### config.mk
export PLATFORM = sky130hd
export DESIGN_NAME = icmr_ram
export DESIGN_NICKNAME = d
export VERILOG_FILES = /design/src/design/icmr_ram.sv
export SDC_FILE = /design/constraint.sdc
export NUM_CORES = 1
export LEC_CHECK = 0
export BUFFER_PORTS_ARGS = -buffer_cell sky130_fd_sc_hd__buf_4
export CELL_PAD_IN_SITES_DETAIL_PLACEMENT = 1
export CELL_PAD_IN_SITES_GLOBAL_PLACEMENT = 1
export CORE_MARGIN = 10
export CORE_UTILIZATION = 30
export CTS_BUF_LIST = sky130_fd_sc_hd__clkbuf_2 sky130_fd_sc_hd__clkbuf_4 sky130_fd_sc_hd__clkbuf_8
export DETAILED_ROUTE_END_ITERATION = 8
export PLACE_DENSITY = 0.62
export SYNTH_ARGS = -nofsm -noshare
export SYNTH_HDL_FRONTEND = slang
export SYNTH_SLANG_ARGS = --single-unit
### constraint.sdc
create_clock -name clk -period 1.8 [get_ports clk]
set_input_delay 0.36 -clock clk [delete_from_list [all_inputs] [get_ports clk]]
set_output_delay 0.36 -clock clk [all_outputs]
set_load 0.02 [all_outputs]
### src/design/icmr_ram.sv
// Generic single-write, single-read synchronous RAM with registered read data.
module icmr_ram #(
  parameter int WIDTH = 8,
  parameter int DEPTH = 16
) (
  input  logic                     clk,
  input  logic                     we,
  input  logic [$clog2(DEPTH)-1:0] waddr,
  input  logic [WIDTH-1:0]         wdata,
  input  logic [$clog2(DEPTH)-1:0] raddr,
  output logic [WIDTH-1:0]         rdata
);

  logic [WIDTH-1:0] mem [DEPTH];

  always_ff @(posedge clk) begin
    if (we) begin
      mem[waddr] <= wdata;
    end
    rdata <= mem[raddr];
  end

endmodule

### After elaboration in Yosys (flattened, before gate mapping)

Memories as Yosys holds them, arrays and structs flattened. A register that Yosys moved wholly into a read port is not among the register bits.
Index checks and enable logic that the tools add are counted.

* input bits: 18
* bits in registers: 0
* memory bits (writable): 128
* memories kept: 1
* output and inout bits: 8

Memories
* mem: depth 16, bits a word 8, read ports 1, clocked after memory_dff 1, wr ports 1, line 14 `logic [WIDTH-1:0] mem [DEPTH];`

* muxes and demuxes: 2

Operator list (number)
* $mux W1: 2

### Depth between registers and ports, before layout

Gate-level depths: netlist of the first run.

* word-level depth: 2
* mapped depth: 5
* depth with buffers taken out: 3

### Worst setup path before layout of the first run

No wires, ideal clock.

* path type: input-to-reg
* start point: in waddr[2]
* end point: mem mem[0][0] (enable)
* arrival time: 1.470 ns
* setup time: 0.383 ns
* setup slack: -0.053 ns
* stages on the path: 2
* cell sequence: or3b_2 -> nor3_1

RTL lines
* from (decl): line 8 `input logic [$clog2(DEPTH)-1:0] waddr,`
* to (decl): line 14

Straight into the memory's write port.

==> flow_summary.toml, run 1 <==
[outcome]
status = "completed"

[sta]
slew_violations = 0
hold_viol_final = 0
worst_slack_ns = 0.402
tns_ns = 0
whs_ns = 0.236
max_freq_ghz = 0.715
fin_crit_ns = 1.40
grt_setup_unrepaired = "no"
slew_headroom_pct = 45.9
tightestPinTransition_ns = 0.810
finClkSkew_ns = 0.00945
min_period_over_period_pct = 77.7
finalSetupViolCount = 0

[synthesis]
synthFlopType = "edfxtp_1"
ys_seq_area_share_pct = 77.8
synth.area.top_cells = "edfxtp_1 75%, mux4_2 7.9%, mux4_1 7.1%"
syn_inst = 229
synth_top_cells_by_count = "128 x edfxtp_1, 18 x mux4_2, 16 x a22oi_1"
synth_xor_area_share_pct = 0
synth.avg_cell_area_um2 = 22.5
synth-simple-area-share_pct = 3.18
synth_top_area_share_pct = 74.7
synth_top_family_by_area = "multiplexers"
syn-num-nets = 247
synth_edf_count = 128
synth_compound_area_share_pct = 2.33
synth_seq_cells = 136
yosysWarnings = 0
synth_area_mm2 = 0.00515
async_reset_ff_share_pct = 0
yosysTopAreaCell = "edfxtp_1"
yosysUniqueCellTypes = 19
synth_adder_area_share_pct = 0
synth.most_common_cell = "edfxtp_1"
synthMuxAreaShare_pct = 15.0

[floorplanning]
die_h_um = 151
dieArea_mm2 = 0.0228
start_util_pct = 30.8
die_w_um = 151
core-area_mm2 = 0.0167
std_cell_rows = 47
pin_count = 26

[layout]
register_area_mm2 = 0.00400
fin_util_pct = 36.7
syn_to_final_growth_pct = 19.2
diodes = 0
multi_input_area_mm2 = 0.00106
nNetsFinal = 306
fill_cells = 1661
drive_gt1_share_pct = 32.9

[route]
route.detailed.drc = 0
viasPerCell = 4.74
vias = 2467
drt_wl_total_um = 10800
avgRoutedWirePerCell_um = 20.7
ant_nets = 0
drt_iter0_markers = 231
dr.pass1.iters = 4

[power_and_ir_drop]
p_seq_share_pct = 56.4
p_int_w = 0.00495
p_leak_nw = 2.04
netSwitchingFraction_pct = 21.5
ir_drop_mv = 0.500
p_clk_share_pct = 37.5
powerDensity_mw_per_mm2 = 1030
p_comb_share_pct = 6.1
p_sw_w = 0.00136

[clocking]
insertion_delay_ns = 0.43
postCtsHoldBufs = 0
post_cts_buffers = 0
clock-sinks = 136
cts_tree = "done"
cts_resized = 0
clock_path_buffers = 2
path_clk_slew_ns = 0.07
h-tree-depth = 4
root_buffer = "clkbuf_8"
cts_inserted_buffers = 17

[min_path]
hold_class = "input port to flop"
min_path_cells = 1
hp-start = "wdata[3]"
holdPathEnd = "mem[2][3]"

[global_route]
antenna_found_initial = 0
grt_max_degree = 23
first_global_vias = 2637
grtUsageTotal_pct = 10.1
overflow = 0
grt_pass1_wl_um = 16300

[critical_path]
worstSetupStartpointType = "flop"
r2r_end = "rdata[3]"
crit_type = "flop to flop"
crit_path_end_kind = "flop"
cp_max_fo = 1
r2r_start = "mem[1][3]"
rrSetupSlack_ns = 0.40
reg2reg_depth = 3
crit_arrival_ns = 1.71
cp.required_ns = 2.12

[placed_design]
hpwl_um = 7300
dpl_worst_slack_ns = 0.0164
gp_congestion = 0.712
io_buffers = 25

[flow_run]
drv_cap = 0
-- cell usage in the layout (no fill, tap or decap), drive strengths merged --
cell type	count
nor2b	1
nand2	9
nand3b	2
nand3	1
nor3	4
and2b	1
clkinvlp	5
nor2	13
and2	1
nand2b	2
or3b	1
edfxtp	128
mux4	32
bufinv	2
a22oi	16
clkbuf	19
clkinv	6
dfxtp	8
buf	50
-- per-layer routing --
layer | GRT usage [%] | share of wire [%]
met3 | 3.22 | 7.5
met1 | 13.1 | 44
met4 | 4.72 | 0.90
met2 | 14.9 | 48
met5 | 0 | 0
-- kinds of logic (layout without fill, tap and decap cells) --
kind of cell,Yosys count,count (layout)
buf+inv,10,82
mux,32,32
compound gates,16,16
simple gates,35,35
flops,136,136
-- sequential cells by signal (all words and copies together), names as in the netlist --
name   cells
rdata      8
mem      128
-- power groups by stage --
stage / Clock (W) / Sequential (W) / Combinational (W)
floorplan: 0 / 0.00365 / 0.000180
global placement: 0 / 0.00363 / 0.000389
detailed placement: 0 / 0.00363 / 0.000397
CTS: 0.00243 / 0.00356 / 0.000397
global route: 0.00258 / 0.00356 / 0.000419
finish: 0.00236 / 0.00356 / 0.000387
-- metrics by stage --
step | area (um2) | power, W | instances
2_1_floorplan | 5150 | 0.00383 | 229
3_3_place_gp | 5750 | 0.00402 | 489
4_1_cts | 6130 | 0.00639 | 521
5_1_grt | 6130 | 0.00656 | 521
3_5_place_dp | 5750 | 0.00403 | 489
6_report | 6130 | 0.00631 | 521
-- final cells by class --
class                   instances  area share [%]
clock buffers                  19            4.06
well taps                     220            4.49
repair buffers                 50            6.73
multi-input cells              83            17.3
flip-flops and latches        136            65.3
clock inverters                13            2.14
-- critical path, stage by stage (launching register included) --
cell and delay (ns):
edfxtp_1 0.36, mux4_1 0.53, a22oi_1 0.32, nand2_1 0.08
-- how the worst max path moves through the flow --
stage / end / slack, ns / cells after the start / from
global placement: rdata[1] / 0.02 / 5 / raddr[0]
CTS: rdata[6] / 0.39 / 1 / rdata[6]
floorplan: mem[3][0] / 0.17 / 2 / waddr[2]
detailed placement: rdata[3] / 0.02 / 5 / raddr[0]
finish: rdata[3] / 0.40 / 3 / mem[1][3]
global route: rdata[2] / 0.35 / 3 / mem[1][2]
Power figures use the tool's default switching activity.
==> run 2, diff against run 1 <==
Clock period 1.8 ns to 1.24 ns, I/O delays scaled along.
==> flow_summary.toml, run 2 (same netlist as run 1, synthesis figures left out) <==
[outcome]
status = "finished, violations left"
violations = "setup timing"

[critical_path]
crit_type = "flop to flop"
startpoint = "mem[10][4]"
cp.required_ns = 1.56
worstSetupStartpointType = "flop"
crit_path_end_kind = "flop"
r2r_start = "mem[10][4]"
endpoint = "rdata[4]"
cp_max_fo = 1
rrSetupSlack_ns = -0.01
r2r_end = "rdata[4]"
crit_arrival_ns = 1.57
reg2reg_depth = 3

[layout]
largest-register = "mem"
drive_gt1_share_pct = 43.0
final_common_cell = "edfxtp_1"
largest_register_ff_count = 128
nNetsFinal = 312
reg_top3 = "mem: 128 flops, rdata: 8 flops"
finalNonFillerCells = 527
diodes = 0
syn_to_final_growth_pct = 21.3
final_cell_mix = "128 x edfxtp_1, 46 x buf_4, 32 x mux4_2, 17 x clkbuf_8, 11 x a22oi_1"
fin_area_mm2 = 0.00624
fill_cells = 1675

[clocking]
post_cts_buffers = 0
cts_inserted_buffers = 17
clock-sinks = 136
insertion_delay_ns = 0.43
root_buffer = "clkbuf_8"
cts_tree = "done"
path_clk_slew_ns = 0.07
clock_path_buffers = 2
h-tree-depth = 4

[flow_run]
drv_cap = 0

[global_route]
grt_pass1_wl_um = 16500
overflow = 0
grt_max_degree = 17
first_global_vias = 2765
antenna_found_initial = 1
grtUsageTotal_pct = 10.1

[placed_design]
gp_congestion = 0.721
place_area_mm2 = 0.00588
io_buffers = 25
dpl_worst_slack_ns = -0.369
hpwl_um = 7730
dp_cells = 495

[route]
avgRoutedWirePerCell_um = 20.4
route.detailed.drc = 0
viasPerCell = 4.70
vias = 2479
drt_iter0_markers = 147
dr.pass1.iters = 4
ant_nets = 0
drt_wl_total_um = 10700

[sta]
grt_setup_unrepaired = "yes"
slew_headroom_pct = 47.3
tightestPinTransition_ns = 0.790
finalSetupViolCount = 4
hold_viol_final = 0
slew_violations = 0
max_freq_ghz = 0.799
fin_crit_ns = 1.25
worst_slack_ns = -0.0122
min_period_over_period_pct = 101
finClkSkew_ns = 0.00719

[power_and_ir_drop]
ir_drop_mv = 0.683
p_leak_nw = 2.04
powerDensity_mw_per_mm2 = 1420

[floorplanning]
pin_count = 26
core-area_mm2 = 0.0167
dieArea_mm2 = 0.0228
start_util_pct = 30.8
die_h_um = 151
std_cell_rows = 47
die_w_um = 151

[min_path]
hold_class = "input port to flop"
run 2: cell types whose count changed in the layout (fill, tap and decap cells not counted), sizes merged:
cell / before / now
bufinv: 2 / 1
clkinvlp: 5 / 1
buf: 50 / 56
clkbuf: 19 / 18
clkinv: 6 / 12
run 2: through the flow:
step | hold slack, ns | total power, W | util (%) | setup TNS [ns]
6_report | 0.123 | 0.00889 | 37.4 | -0.0329
5_1_grt | 0.107 | 0.00923 | 37.4 | -0.360
4_1_cts | 0.0917 | 0.00901 | 37.4 | -0.146
3_5_place_dp | 0.567 | 0.00591 | 35.2 | -20.54
3_3_place_gp | 0.561 | 0.00588 | 35.2 | -18.87
2_1_floorplan | 0.347 | 0.00559 | - | -1.67
run 2: how the worst min path moves through the flow:
stage / start / end / depth (start not counted)
final: wdata[1] / mem[5][1] / 1
after global routing: wdata[0] / mem[2][0] / 1
after CTS: wdata[5] / mem[5][5] / 1
after detailed placement: wdata[5] / mem[4][5] / 1
after global placement: wdata[5] / mem[6][5] / 1
after floorplan: wdata[0] / mem[0][0] / 0
run 2: where the power goes:
group,switching (W),total [W],internal (W),leakage (nW)
logic,0.000323,0.000621,0.000298,0.642
clock network,0.00155,0.00308,0.00153,0.174
registers,0.0000436,0.00518,0.00514,1.22
total,0.00191,0.00889,0.00697,2.04
run 2: critical path: stages (launching register included):
cell and delay [ns]:
edfxtp_1 0.37, mux4_2 0.46, a22oi_1 0.23, nand2_1 0.08
run 2: repair_timing:
action / CTS / global route
resized for setup: 9 / 2
hold buffers: 0 / 0
hold endpoints to repair: 0 / 0
setup endpoints to repair: 11 / 10
pin swaps: 1 / 1
run 2: cell type report:
cell class / instances / area (um2) / area share, %
flip-flops and latches: 136 / 4010 / 64.2
clock inverters: 14 / 90.1 / 1.44
clock buffers: 18 / 241 / 3.87
multi-input cells: 83 / 1080 / 17.3
well taps: 220 / 275 / 4.41
repair buffers: 56 / 546 / 8.74
run 2: per-layer routing:
| metal | global-route usage (%) | vias up | share of wire [%] |
|---|---|---|---|
| met4 | 4.67 | 2 | 2.0 |
| met5 | 0 | - | 0.065 |
| met2 | 16.3 | 56 | 51 |
| met1 | 11.8 | 1313 | 41 |
| li1 | - | 1089 | - |
| met3 | 3.76 | 19 | 5.2 |
==> run 3, diff against run 2 <==
Settings changed: SKIP_LAST_GASP set to 1.
==> flow_summary.toml, run 3 (same netlist as run 1, synthesis figures left out) <==
[sta]
slew_headroom_pct = 47.5
worst_slack_ns = -0.0116
slew_violations = 0
grt_setup_unrepaired = "yes"
fin_crit_ns = 1.25
tightestPinTransition_ns = 0.786
whs_ns = 0.121
max_freq_ghz = 0.799
hold_viol_final = 0
finClkSkew_ns = 0.00745
finalSetupViolCount = 3
min_period_over_period_pct = 101
tns_ns = -0.0289

[global_route]
antenna_found_initial = 1
grt_pass1_wl_um = 16500
first_global_vias = 2765
overflow = 0
grtUsageTotal_pct = 10.1
grt_max_degree = 17

[route]
ant_nets = 0
avgRoutedWirePerCell_um = 20.4
vias = 2482
viasPerCell = 4.71
drt_wl_total_um = 10700
dr.pass1.iters = 4
drt_iter0_markers = 135
route.detailed.drc = 0

[clocking]
h-tree-depth = 4
clock-sinks = 136
postCtsHoldBufs = 0
root_buffer = "clkbuf_8"
cts_tree = "done"
insertion_delay_ns = 0.44
path_clk_slew_ns = 0.07
cts_inserted_buffers = 17
clock_path_buffers = 2

[placed_design]
gp_congestion = 0.721
io_buffers = 25
hpwl_um = 7730
dpl_worst_slack_ns = -0.369

[floorplanning]
start_util_pct = 30.8
std_cell_rows = 47
die_h_um = 151
dieArea_mm2 = 0.0228
die_w_um = 151
pin_count = 26
core-area_mm2 = 0.0167

[layout]
nNetsFinal = 312
multi_input_area_mm2 = 0.00108
diodes = 0
fill_cells = 1675
drive_gt1_share_pct = 43.0
largest-register = "mem"
largest_register_ff_count = 128
final_cell_mix = "128 x edfxtp_1, 46 x buf_4, 32 x mux4_2, 17 x clkbuf_8, 11 x a22oi_1"
reg_top3 = "mem: 128 flops, rdata: 8 flops"
final_common_cell = "edfxtp_1"
register_area_mm2 = 0.00401
syn_to_final_growth_pct = 21.3

[critical_path]
reg2reg_depth = 3
endpoint = "rdata[4]"
r2r_end = "rdata[4]"
crit_path_end_kind = "flop"
crit_type = "flop to flop"
startpoint = "mem[10][4]"
cp.required_ns = 1.56
cp_slowest_cell = "mux4_2"
rrSetupSlack_ns = -0.01
crit_arrival_ns = 1.57
critical_path.max_stage_delay_ns = 0.46
cp_max_fo = 1
r2r_start = "mem[10][4]"
worstPathCellList = "mux4_2, a22oi_1, nand2_1"
worstSetupStartpointType = "flop"

[power_and_ir_drop]
total_power_w = 0.00889
p_leak_nw = 2.04
ir_drop_mv = 0.683
powerDensity_mw_per_mm2 = 1420

[flow_run]
drv_cap = 0

[outcome]
status = "finished, violations left"
violations = "setup timing"

[min_path]
hold_class = "input port to flop"
[run 3: cell counts in the layout (fill, tap and decap cells not counted)]
No cell type changed its count.
[run 3: repair_timing]
item                       in CTS  in global routing
setup endpoints to repair      11                 10
gates resized for setup         9                  2
buffers inserted                0                  0
pin swaps                       1                  1
[run 3: metal layers]
layer	track usage, %	vias up	part of all wire, %
met1	11.8	1314	41
met3	3.76	19	5.1
met2	16.3	58	52
met5	0	-	0.065
li1	-	1089	-
met4	4.67	2	2.0
[run 3: worst max-delay path, delay by kind of cell (launching register included)]
kind | cells | cell delay, ns
mux | 1 | 0.46
flops | 1 | 0.37
compound gates | 1 | 0.23
simple gates | 1 | 0.08
[run 3: worst min-delay path by stage]
stage          startpoint   endpoint  slack, ns  cells past startpoint
2_1_floorplan    wdata[0]  mem[0][0]       0.35                      0
3_3_place_gp     wdata[5]  mem[6][5]       0.56                      1
3_5_place_dp     wdata[5]  mem[4][5]       0.57                      1
4_1_cts          wdata[5]  mem[5][5]       0.09                      1
5_1_grt          wdata[0]  mem[2][0]       0.11                      1
6_report         wdata[1]  mem[5][1]       0.12                      1
[run 3: report_power, final]
| part | total (W) | leakage [nW] | internal, W | switching, W |
|---|---|---|---|---|
| Clock | 0.00308 | 0.174 | 0.00153 | 0.00155 |
| Sequential | 0.00518 | 1.22 | 0.00514 | 0.0000436 |
| Combinational | 0.000621 | 0.642 | 0.000298 | 0.000323 |
[run 3: final cells by class]
class | count | area share, %
Tap cell | 220 | 4.41
Timing Repair Buffer | 56 | 8.74
Sequential cell | 136 | 64.2
Clock inverter | 14 | 1.44
Clock buffer | 18 | 3.87
Multi-Input combinational cell | 83 | 17.3
[run 3: through the flow]
step / util [%] / std cells / area, um2
after floorplan: - / 229 / 5180
after global placement: 35.2 / 495 / 5880
after detailed placement: 35.2 / 495 / 5880
after CTS: 37.4 / 527 / 6240
after global routing: 37.4 / 527 / 6240
final: 37.4 / 527 / 6240
